### src/sha_pkg.sv
package sha_pkg;

    localparam logic [31:0] H_INIT [8] = '{
        32'h6a09e667, 32'hbb67ae85, 32'h3c6ef372, 32'ha54ff53a,
        32'h510e527f, 32'h9b05688c, 32'h1f83d9ab, 32'h5be0cd19
    };

    localparam logic [31:0] ROUND_K [64] = '{
        32'h428a2f98, 32'h71374491, 32'hb5c0fbcf, 32'he9b5dba5,
        32'h3956c25b, 32'h59f111f1, 32'h923f82a4, 32'hab1c5ed5,
        32'hd807aa98, 32'h12835b01, 32'h243185be, 32'h550c7dc3,
        32'h72be5d74, 32'h80deb1fe, 32'h9bdc06a7, 32'hc19bf174,
        32'he49b69c1, 32'hefbe4786, 32'h0fc19dc6, 32'h240ca1cc,
        32'h2de92c6f, 32'h4a7484aa, 32'h5cb0a9dc, 32'h76f988da,
        32'h983e5152, 32'ha831c66d, 32'hb00327c8, 32'hbf597fc7,
        32'hc6e00bf3, 32'hd5a79147, 32'h06ca6351, 32'h14292967,
        32'h27b70a85, 32'h2e1b2138, 32'h4d2c6dfc, 32'h53380d13,
        32'h650a7354, 32'h766a0abb, 32'h81c2c92e, 32'h92722c85,
        32'ha2bfe8a1, 32'ha81a664b, 32'hc24b8b70, 32'hc76c51a3,
        32'hd192e819, 32'hd6990624, 32'hf40e3585, 32'h106aa070,
        32'h19a4c116, 32'h1e376c08, 32'h2748774c, 32'h34b0bcb5,
        32'h391c0cb3, 32'h4ed8aa4a, 32'h5b9cca4f, 32'h682e6ff3,
        32'h748f82ee, 32'h78a5636f, 32'h84c87814, 32'h8cc70208,
        32'h90befffa, 32'ha4506ceb, 32'hbef9a3f7, 32'hc67178f2
    };

    localparam logic [31:0] PAD_WORD = 32'h8000_0000;
    localparam logic [7:0]  PAD_BYTE = 8'h80;

    // word source for the datapath
    typedef enum logic [1:0] {
        SRC_MSG,
        SRC_ZERO,
        SRC_LEN_HI,
        SRC_LEN_LO
    } word_src_t;

    typedef struct packed {
        logic      clear_len;
        logic      add_len;
        logic [2:0] len_bytes;
        logic      push;
        word_src_t src;
        logic      pad_msg;
        logic [2:0] pad_bytes;
        logic      load_vars;
        logic      round_en;
        logic [5:0] round;
        logic      fold;
        logic      reset_chain;
        logic      out_shift;
    } sha_cmd_t;

    typedef struct packed {
        logic [3:0] word_count;
    } sha_stat_t;

endpackage

### src/sha256_stream_hash.sv
// channel | fields (low bit up)                        | handshake
// s_      | tdata: msg_word[31:0], valid_bytes[34:32]; tlast: last_word | s_tvalid/s_tready
// m_      | tdata: digest_word[31:0], word_index[34:32]; tlast: digest_done | m_tvalid/m_tready
// One word a cycle into the block buffer while s_tready is high; each full block then
// runs load, 64 rounds of the single round unit, and fold.
// A last word adds padding words, one or two blocks, then eight digest words.
// aresetn is synchronous, active low; s_tready is low while a block, the padding or the digest is busy.
// m_tvalid holds until each digest word is taken.
module sha256_stream_hash (
    input  logic        aclk,
    input  logic        aresetn,
    input  logic        s_tvalid,
    output logic        s_tready,
    input  logic [39:0] s_tdata,  // msg_word, valid_bytes, zero fill
    input  logic        s_tlast,
    output logic        m_tvalid,
    input  logic        m_tready,
    output logic [39:0] m_tdata,  // digest_word, word_index, zero fill
    output logic        m_tlast
);
    import sha_pkg::*;

    sha_cmd_t    cmd;
    sha_stat_t   stat;
    logic [31:0] head_word;
    logic [2:0]  out_index;

    sha_ctrl u_ctrl (
        .aclk      (aclk),
        .aresetn   (aresetn),
        .in_valid  (s_tvalid),
        .in_ready  (s_tready),
        .in_bytes  (s_tdata[34:32]),
        .in_last   (s_tlast),
        .out_valid (m_tvalid),
        .out_ready (m_tready),
        .out_index (out_index),
        .out_done  (m_tlast),
        .cmd       (cmd),
        .stat      (stat)
    );

    sha_datapath u_dp (
        .aclk      (aclk),
        .aresetn   (aresetn),
        .cmd       (cmd),
        .stat      (stat),
        .in_word   (s_tdata[31:0]),
        .head_word (head_word)
    );

    assign m_tdata = {5'd0, out_index, head_word};

endmodule

### src/sha_datapath.sv
module sha_datapath (
    input  logic              aclk,
    input  logic              aresetn,
    input  sha_pkg::sha_cmd_t cmd,
    output sha_pkg::sha_stat_t stat,
    input  logic [31:0]       in_word,
    output logic [31:0]       head_word
);
    import sha_pkg::*;

    logic [31:0] chain_reg [8];
    logic [31:0] var_reg [8];
    logic [31:0] win_reg [16];
    logic [3:0]  cnt_reg;
    logic [60:0] len_reg;

    logic [31:0] keep, padded, push_w, bits_hi, bits_lo;
    logic [31:0] x15, x2, sg0, sg1, wnew, w, big1, chs, t1, big0, mj, t2;
    logic [63:0] bits;

    assign bits    = {len_reg, 3'b000};
    assign bits_hi = bits[63:32];
    assign bits_lo = bits[31:0];

    always_comb begin
        keep = 32'hffff_ffff;
        case (cmd.pad_bytes)
            3'd0:    keep = 32'h0000_0000;
            3'd1:    keep = 32'hff00_0000;
            3'd2:    keep = 32'hffff_0000;
            3'd3:    keep = 32'hffff_ff00;
            default: keep = 32'hffff_ffff;
        endcase
        padded = in_word & keep;
        case (cmd.pad_bytes)
            3'd0:    padded = padded | {PAD_BYTE, 24'd0};
            3'd1:    padded = padded | {8'd0, PAD_BYTE, 16'd0};
            3'd2:    padded = padded | {16'd0, PAD_BYTE, 8'd0};
            3'd3:    padded = padded | {24'd0, PAD_BYTE};
            default: padded = padded;
        endcase
        case (cmd.src)
            SRC_MSG:    push_w = cmd.pad_msg ? padded : in_word;
            SRC_ZERO:   push_w = cmd.pad_msg ? PAD_WORD : 32'd0;
            SRC_LEN_HI: push_w = bits_hi;
            SRC_LEN_LO: push_w = bits_lo;
            default:    push_w = 32'd0;
        endcase
    end

    function automatic logic [31:0] ror(input logic [31:0] x, input int r);
        ror = (x >> r) | (x << (32 - r));
    endfunction

    always_comb begin
        x15  = win_reg[4'(cmd.round + 6'd1)];
        x2   = win_reg[4'(cmd.round + 6'd14)];
        sg0  = ror(x15, 7) ^ ror(x15, 18) ^ (x15 >> 3);
        sg1  = ror(x2, 17) ^ ror(x2, 19) ^ (x2 >> 10);
        wnew = win_reg[cmd.round[3:0]] + sg0 + win_reg[4'(cmd.round + 6'd9)] + sg1;
        w    = (cmd.round >= 6'd16) ? wnew : win_reg[cmd.round[3:0]];
        big1 = ror(var_reg[4], 6) ^ ror(var_reg[4], 11) ^ ror(var_reg[4], 25);
        chs  = (var_reg[4] & var_reg[5]) ^ (~var_reg[4] & var_reg[6]);
        t1   = var_reg[7] + big1 + chs + ROUND_K[cmd.round] + w;
        big0 = ror(var_reg[0], 2) ^ ror(var_reg[0], 13) ^ ror(var_reg[0], 22);
        mj   = (var_reg[0] & var_reg[1]) ^ (var_reg[0] & var_reg[2])
             ^ (var_reg[1] & var_reg[2]);
        t2   = big0 + mj;
    end

    always_ff @(posedge aclk) begin
        if (cmd.push) begin
            win_reg[cnt_reg] <= push_w;
        end else if (cmd.round_en) begin
            win_reg[cmd.round[3:0]] <= w;
        end
        if (cmd.load_vars) begin
            var_reg <= chain_reg;
        end else if (cmd.round_en) begin
            var_reg[7] <= var_reg[6];
            var_reg[6] <= var_reg[5];
            var_reg[5] <= var_reg[4];
            var_reg[4] <= var_reg[3] + t1;
            var_reg[3] <= var_reg[2];
            var_reg[2] <= var_reg[1];
            var_reg[1] <= var_reg[0];
            var_reg[0] <= t1 + t2;
        end
    end

    always_ff @(posedge aclk) begin
        if (!aresetn) begin
            chain_reg <= H_INIT;
            cnt_reg   <= '0;
            len_reg   <= '0;
        end else begin
            if (cmd.push) begin
                cnt_reg <= cnt_reg + 4'd1;
            end
            if (cmd.clear_len) begin
                len_reg <= '0;
            end else if (cmd.add_len) begin
                len_reg <= len_reg + 61'(cmd.len_bytes);
            end
            if (cmd.reset_chain) begin
                chain_reg <= H_INIT;
            end else if (cmd.fold) begin
                for (int i = 0; i < 8; i++) begin
                    chain_reg[i] <= chain_reg[i] + var_reg[i];
                end
            end else if (cmd.out_shift) begin
                for (int i = 0; i < 7; i++) begin
                    chain_reg[i] <= chain_reg[i+1];
                end
                chain_reg[7] <= chain_reg[0];
            end
        end
    end

    assign stat.word_count = cnt_reg;
    assign head_word       = chain_reg[0];

endmodule

### src/sha_ctrl.sv
module sha_ctrl (
    input  logic               aclk,
    input  logic               aresetn,
    input  logic               in_valid,
    output logic               in_ready,
    input  logic [2:0]         in_bytes,
    input  logic               in_last,
    output logic               out_valid,
    input  logic               out_ready,
    output logic [2:0]         out_index,
    output logic               out_done,
    output sha_pkg::sha_cmd_t  cmd,
    input  sha_pkg::sha_stat_t stat
);
    import sha_pkg::*;

    typedef enum logic [2:0] {
        ST_IDLE,
        ST_LOAD,
        ST_ROUND,
        ST_FOLD,
        ST_PAD,
        ST_OUT
    } state_t;

    state_t     state_reg, state_next;
    logic [5:0] round_reg, round_next;
    logic       fin_reg, fin_next;   // in final padding
    logic       mark_reg, mark_next; // 0x80 word still owed
    logic       lenw_reg, lenw_next; // low length word next
    logic [2:0] idx_reg, idx_next;
    logic [2:0] nb;

    assign nb = (in_bytes > 3'd4) ? 3'd4 : in_bytes;

    always_comb begin
        state_next = state_reg;
        round_next = round_reg;
        fin_next   = fin_reg;
        mark_next  = mark_reg;
        lenw_next  = lenw_reg;
        idx_next   = idx_reg;
        cmd        = '0;
        cmd.src    = SRC_MSG;
        cmd.round  = round_reg;
        in_ready   = 1'b0;
        case (state_reg)
            ST_IDLE: begin
                in_ready = 1'b1;
                if (in_valid) begin
                    cmd.push      = 1'b1;
                    cmd.add_len   = 1'b1;
                    cmd.len_bytes = in_last ? nb : 3'd4;
                    cmd.pad_msg   = in_last;
                    cmd.pad_bytes = in_last ? nb : 3'd4;
                    fin_next      = in_last;
                    mark_next     = in_last && (nb == 3'd4);
                    lenw_next     = 1'b0;
                    if (stat.word_count == 4'd15) begin
                        state_next = ST_LOAD;
                    end else if (in_last) begin
                        state_next = ST_PAD;
                    end
                end
            end
            ST_PAD: begin
                cmd.push = 1'b1;
                if (mark_reg) begin
                    cmd.src     = SRC_ZERO;
                    cmd.pad_msg = 1'b1;
                    mark_next   = 1'b0;
                end else if (lenw_reg) begin
                    cmd.src = SRC_LEN_LO;
                end else if (stat.word_count == 4'd14) begin
                    cmd.src   = SRC_LEN_HI;
                    lenw_next = 1'b1;
                end else begin
                    cmd.src = SRC_ZERO;
                end
                if (stat.word_count == 4'd15) begin
                    state_next = ST_LOAD;
                end
            end
            ST_LOAD: begin
                cmd.load_vars = 1'b1;
                round_next    = '0;
                state_next    = ST_ROUND;
            end
            ST_ROUND: begin
                cmd.round_en = 1'b1;
                round_next   = round_reg + 6'd1;
                if (round_reg == 6'd63) begin
                    state_next = ST_FOLD;
                end
            end
            ST_FOLD: begin
                cmd.fold = 1'b1;
                if (!fin_reg) begin
                    state_next = ST_IDLE;
                end else if (lenw_reg) begin
                    idx_next   = '0;
                    state_next = ST_OUT;
                end else begin
                    state_next = ST_PAD;
                end
            end
            ST_OUT: begin
                if (out_ready) begin
                    cmd.out_shift = 1'b1;
                    idx_next      = idx_reg + 3'd1;
                    if (idx_reg == 3'd7) begin
                        cmd.out_shift   = 1'b0;
                        cmd.reset_chain = 1'b1;
                        cmd.clear_len   = 1'b1;
                        fin_next        = 1'b0;
                        lenw_next       = 1'b0;
                        state_next      = ST_IDLE;
                    end
                end
            end
            default: state_next = ST_IDLE;
        endcase
    end

    assign out_valid = (state_reg == ST_OUT);
    assign out_index = idx_reg;
    assign out_done  = (idx_reg == 3'd7);

    always_ff @(posedge aclk) begin
        if (!aresetn) begin
            state_reg <= ST_IDLE;
            round_reg <= '0;
            fin_reg   <= 1'b0;
            mark_reg  <= 1'b0;
            lenw_reg  <= 1'b0;
            idx_reg   <= '0;
        end else begin
            state_reg <= state_next;
            round_reg <= round_next;
            fin_reg   <= fin_next;
            mark_reg  <= mark_next;
            lenw_reg  <= lenw_next;
            idx_reg   <= idx_next;
        end
    end

`ifndef ASSERT_OFF
    a_no_in_while_out: assert property (@(posedge aclk) disable iff (!aresetn)
        out_valid |-> !in_ready)
        else $error("input taken during digest output");
    a_round_wraps: assert property (@(posedge aclk) disable iff (!aresetn)
        (state_reg == ST_ROUND && round_reg == 6'd63) |=> state_reg == ST_FOLD)
        else $error("round count did not end block");
    a_load_full: assert property (@(posedge aclk) disable iff (!aresetn)
        (state_reg == ST_LOAD) |-> stat.word_count == 4'd0)
        else $error("block compressed while not full");
`endif

endmodule
### config.mk
export PLATFORM = sky130hd
export DESIGN_NAME = sha256_stream_hash
export DESIGN_NICKNAME = d
export VERILOG_FILES = /design/src/sha_pkg.sv /design/src/sha256_stream_hash.sv /design/src/sha_datapath.sv /design/src/sha_ctrl.sv
export SDC_FILE = /design/constraint.sdc
export NUM_CORES = 2
export LEC_CHECK = 0
export BUFFER_PORTS_ARGS = -buffer_cell sky130_fd_sc_hd__buf_2
export CORE_ASPECT_RATIO = 0.8
export CORE_MARGIN = 3
export CORE_UTILIZATION = 50
export CTS_CLUSTER_DIAMETER = 120
export DETAILED_ROUTE_END_ITERATION = 8
export PLACE_DENSITY = 0.65
export SETUP_SLACK_MARGIN = 0.3
export SLEW_MARGIN = 5
export SYNTH_ARGS = -nofsm -noshare
export SYNTH_HDL_FRONTEND = slang
export SYNTH_SLANG_ARGS = --single-unit
export TNS_END_PERCENT = 1
### constraint.sdc
create_clock -name aclk -period 16.4 [get_ports aclk]
set_clock_uncertainty 0.15 [all_clocks]
set_input_delay 1.64 -clock aclk [delete_from_list [all_inputs] [get_ports aclk]]
set_output_delay 1.64 -clock aclk [all_outputs]
set_load 0.01 [all_outputs]
==> summary.md <==
| Metric | Value |
|---|---|
| Synth warnings | `0` |
| Final Slew Violations | `3` |
| Final TNS setup | `0 ns` |
| Crit path from | `u_ctrl.round_reg[0]$_SDFFE_PN0N_` |
| Most used cell, CP | `a21oi_1` |
| DRT Pass-1 Iters | `6` |
| First-pass GRT wire length | `424100 um` |
| Yosys cell types | `90` |
| Slowest stage delay, CP | `0.75 ns` |
| Endpoints failing hold | `0` |
| Finished Core Util | `54.76%` |
| IO Pins | `88` |
| Vias | `66590` |
| Die ar. | `0.1679 sq mm` |
| Vias in the first global route | `61310` |
| CP Launch Type | `flip-flop` |
| Via/cell ratio | `6.665` |
| Port bufs | `77` |
| Initial antenna violation count | `15` |
| Row count | `131` |
| Inserted Clock Buffers | `120` |
| WL/cell | `29.32 um` |
| CTS max path bufs | `3` |
| Relative slew slack | `-4.298%` |
| CTS tree | `done` |
| Routed Antenna Nets | `0` |
| Layout cell share with drive strength beyond 1 | `12.74%` |
| CP Max Fanout | `100` |
| CTS Root Cell | `clkbuf_16` |
| Status | `finished, violations left` |
| Ys async rst share | `0%` |
| Crit path capture type | `flip-flop` |
| Post-synth top area cell | `edfxtp_1` |
| Clock Sinks | `1108` |
| XOR/XNOR Fraction of Synth Area | `6.723%` |
| CP arrival | `15.14 ns` |
| Hold Crit Start | `u_dp.len_reg[0]$_SDFFE_PP0P_` |
| Clock transition at path regs | `0.06 ns` |
| Mux contribution to synthesized area | `15.36%` |
| Largest family of logic cells by synthesized area | `multiplexers` |
| Grt ovf | `0` |
| Worst setup path category | `flip-flop to flip-flop` |
| Largest register FFs | `512` |
| Register bit count reported by yosys | `1108` |
| Largest net degree at the start of global routing | `154` |
| Final-report setup violation count | `0` |
| CP required | `16.86 ns` |
| Routed wl met2 | `116800 um` |
| Die Ht | `367.2 um` |
| Met1 WL | `124300 um` |
| Worst reg2reg startpoint | `u_ctrl.round_reg[0]$_SDFFE_PN0N_` |
| Post-synth top flop | `edfxtp_1` |
| H-tree depth | `3` |
| Final Cycle Share | `89.52%` |
| Mapped Area | `0.08152 sq mm` |
| Inst Count DP | `9755` |
| Post-Syn Instances | `7911` |
| Gr usage total | `33.97%` |
| Synth Area in Compound Gates | `13.65%` |
| Die W | `457.4 um` |
| Routed wire length | `292900 um` |
| Failing checks | `capacitance limit, slew limit` |
| Worst hold path type | `flip-flop to flip-flop` |
| Worst skew pair latency | `0.79 ns` |
| Top Metal Used | `met5` |
| Core area | `0.1606 sq mm` |
| Iter 0 DRT Violations | `9844` |
| Fill cell count | `13970` |
| # Post-CTS Setup Buffers | `0` |
| Final min period | `14.68 ns` |
| Number of synthesized flops with an enable pin | `768` |
| Mean Syn Cell Area | `10.30 sq um` |
| Seq/Total Area, Yosys | `36.64%` |
| Post-synthesis simple-gate area fraction | `12.06%` |
| RSZ-0062 raised after global routing | `false` |
| Nets | `8396` |
| Area Overhead vs Synth | `7.908%` |
| WHS | `0.3321 ns` |
| Max Cap Viol | `1` |
| Post-CTS sizing | `0` |
| WL met3 | `43450 um` |
| RD Place Congestion | `0.9807` |
| Top-area cell type share of the netlist area | `28.29%` |
| Max stage delay cell, worst path | `a21oi_1` |
| Final Non-Filler Cells | `9991` |
| Adder-Cell Fraction of Synth Area | `11.25%` |
| Max Clock Freq | `0.06811 GHz` |
| Hold_buf cts | `0` |
| Synth top area cells | `edfxtp_1 28%, mux4_2 14%, dfxtp_1 8.3%` |
| Starting Density | `50.75%` |
| Dpl hpwl | `206600 um` |
| Drc violations | `0` |
| Slew @ Worst Pin | `1.557 ns` |
cell type report:
type	instances	area [sq um]	area share (%)
multi-input combinational	5921	48380	55.00
sequential	1108	29890	33.98
clock buffer	163	3408	3.875
tap	2128	2663	3.027
timing repair buffer	216	1554	1.767
inverter	384	1449	1.647
clock inverter	63	598.1	0.6799
antenna	8	20.02	0.02276
cells by family after synthesis:
| kind of cell | after synthesis |
|---|---|
| other cells | 1 |
| fa+ha+maj | 619 |
| compound gates | 1775 |
| xor+xnor | 620 |
| buf+inv | 886 |
| flops | 1108 |
| simple gates | 2299 |
| mux | 603 |
cells in the final DEF (no fill, tap or decap), types with 21 or more instances in the layout:
cell       Yosys  final
o21bai_1      54     54
inv_1        381    380
a22oi_1       33     33
o211ai_1      36     36
nand4_1       43     43
a21o_1       219    219
o31ai_1       28     28
nand2_1     1315   1313
mux4_2       498    498
buf_2         11     77
a211oi_1      45     45
or3_1         31     31
o21a_1        38     38
nand2b_1      51     50
fa_1         196    196
nor2_1       427    406
xor2_1       258    258
dfxtp_1      340    330
clkbuf_16      0    123
ha_1         404    400
a221oi_1      65     65
xnor2_1      357    357
o21ai_0      354    351
clkinv_2       0     30
nor3_1        82     82
buf_4         38    128
mux2i_1       84     84
a221o_1       22     22
nor2b_1       58     57
a31oi_1       55     55
o22ai_1       21     21
edfxtp_1     768    768
clkbuf_1     361     22
and2_1        22     21
and3_1        47     46
a32oi_1       24     24
a21oi_1      639    638
nand3_1      144    144
per-stage QoR:
stage	setup WS, ns	cell area, sq um
5_1_grt	1.345	87950
6_report	1.719	87970
3_5_place_dp	2.006	83920
4_1_cts	1.954	87930
3_3_place_gp	2.132	83920
2_1_floorplan	4.307	81530
cell usage after synthesis (all sizes together), types with 19 or more instances:
cell type and instances:
a211oi 45, a21o 219, a21oi 639, a221o 22
a221oi 65, a22oi 33, a31oi 55, a32oi 24
and2 22, and3 47, buf 140, clkbuf 362
dfxtp 340, edfxtp 768, fa 196, ha 404
inv 383, maj3 19, mux2i 88, mux4 510
nand2 1316, nand2b 51, nand3 144, nand4 43
nor2 427, nor2b 58, nor3 83, o211ai 36
o21a 38, o21ai 358, o21bai 54, o22ai 21
o31ai 28, or2 20, or3 31, xnor2 360
xor2 258
per-layer routing:
layer	vias to the layer above	track usage, %
met2	4324	45.54
met5	-	1.368
met4	6	8.595
met3	481	12.45
met1	33090	51.24
li1	28700	-
critical path, delay by kind of cell, from the launching register on:
kind / cells / cell delay [ns]
buf+inv: 5 / 1.63
simple gates: 8 / 1.48
compound gates: 16 / 3.90
mux: 2 / 1.26
fa+ha+maj: 8 / 3.52
xor+xnor: 5 / 1.68
flops: 1 / 0.73
final timing paths:
path	end	slack, ns	cells past startpoint
max reg2reg	u_dp.var_reg[255]$_DFFE_PN_	1.72	44
min reg2reg	u_dp.len_reg[0]$_SDFFE_PP0P_	0.33	2
min	u_dp.len_reg[0]$_SDFFE_PP0P_	0.33	2
max	u_dp.var_reg[255]$_DFFE_PN_	1.72	44
Power is left out: the tool's default activity adds up to more than one toggle a clock period on the data nets, which glitch-free logic cannot reach.
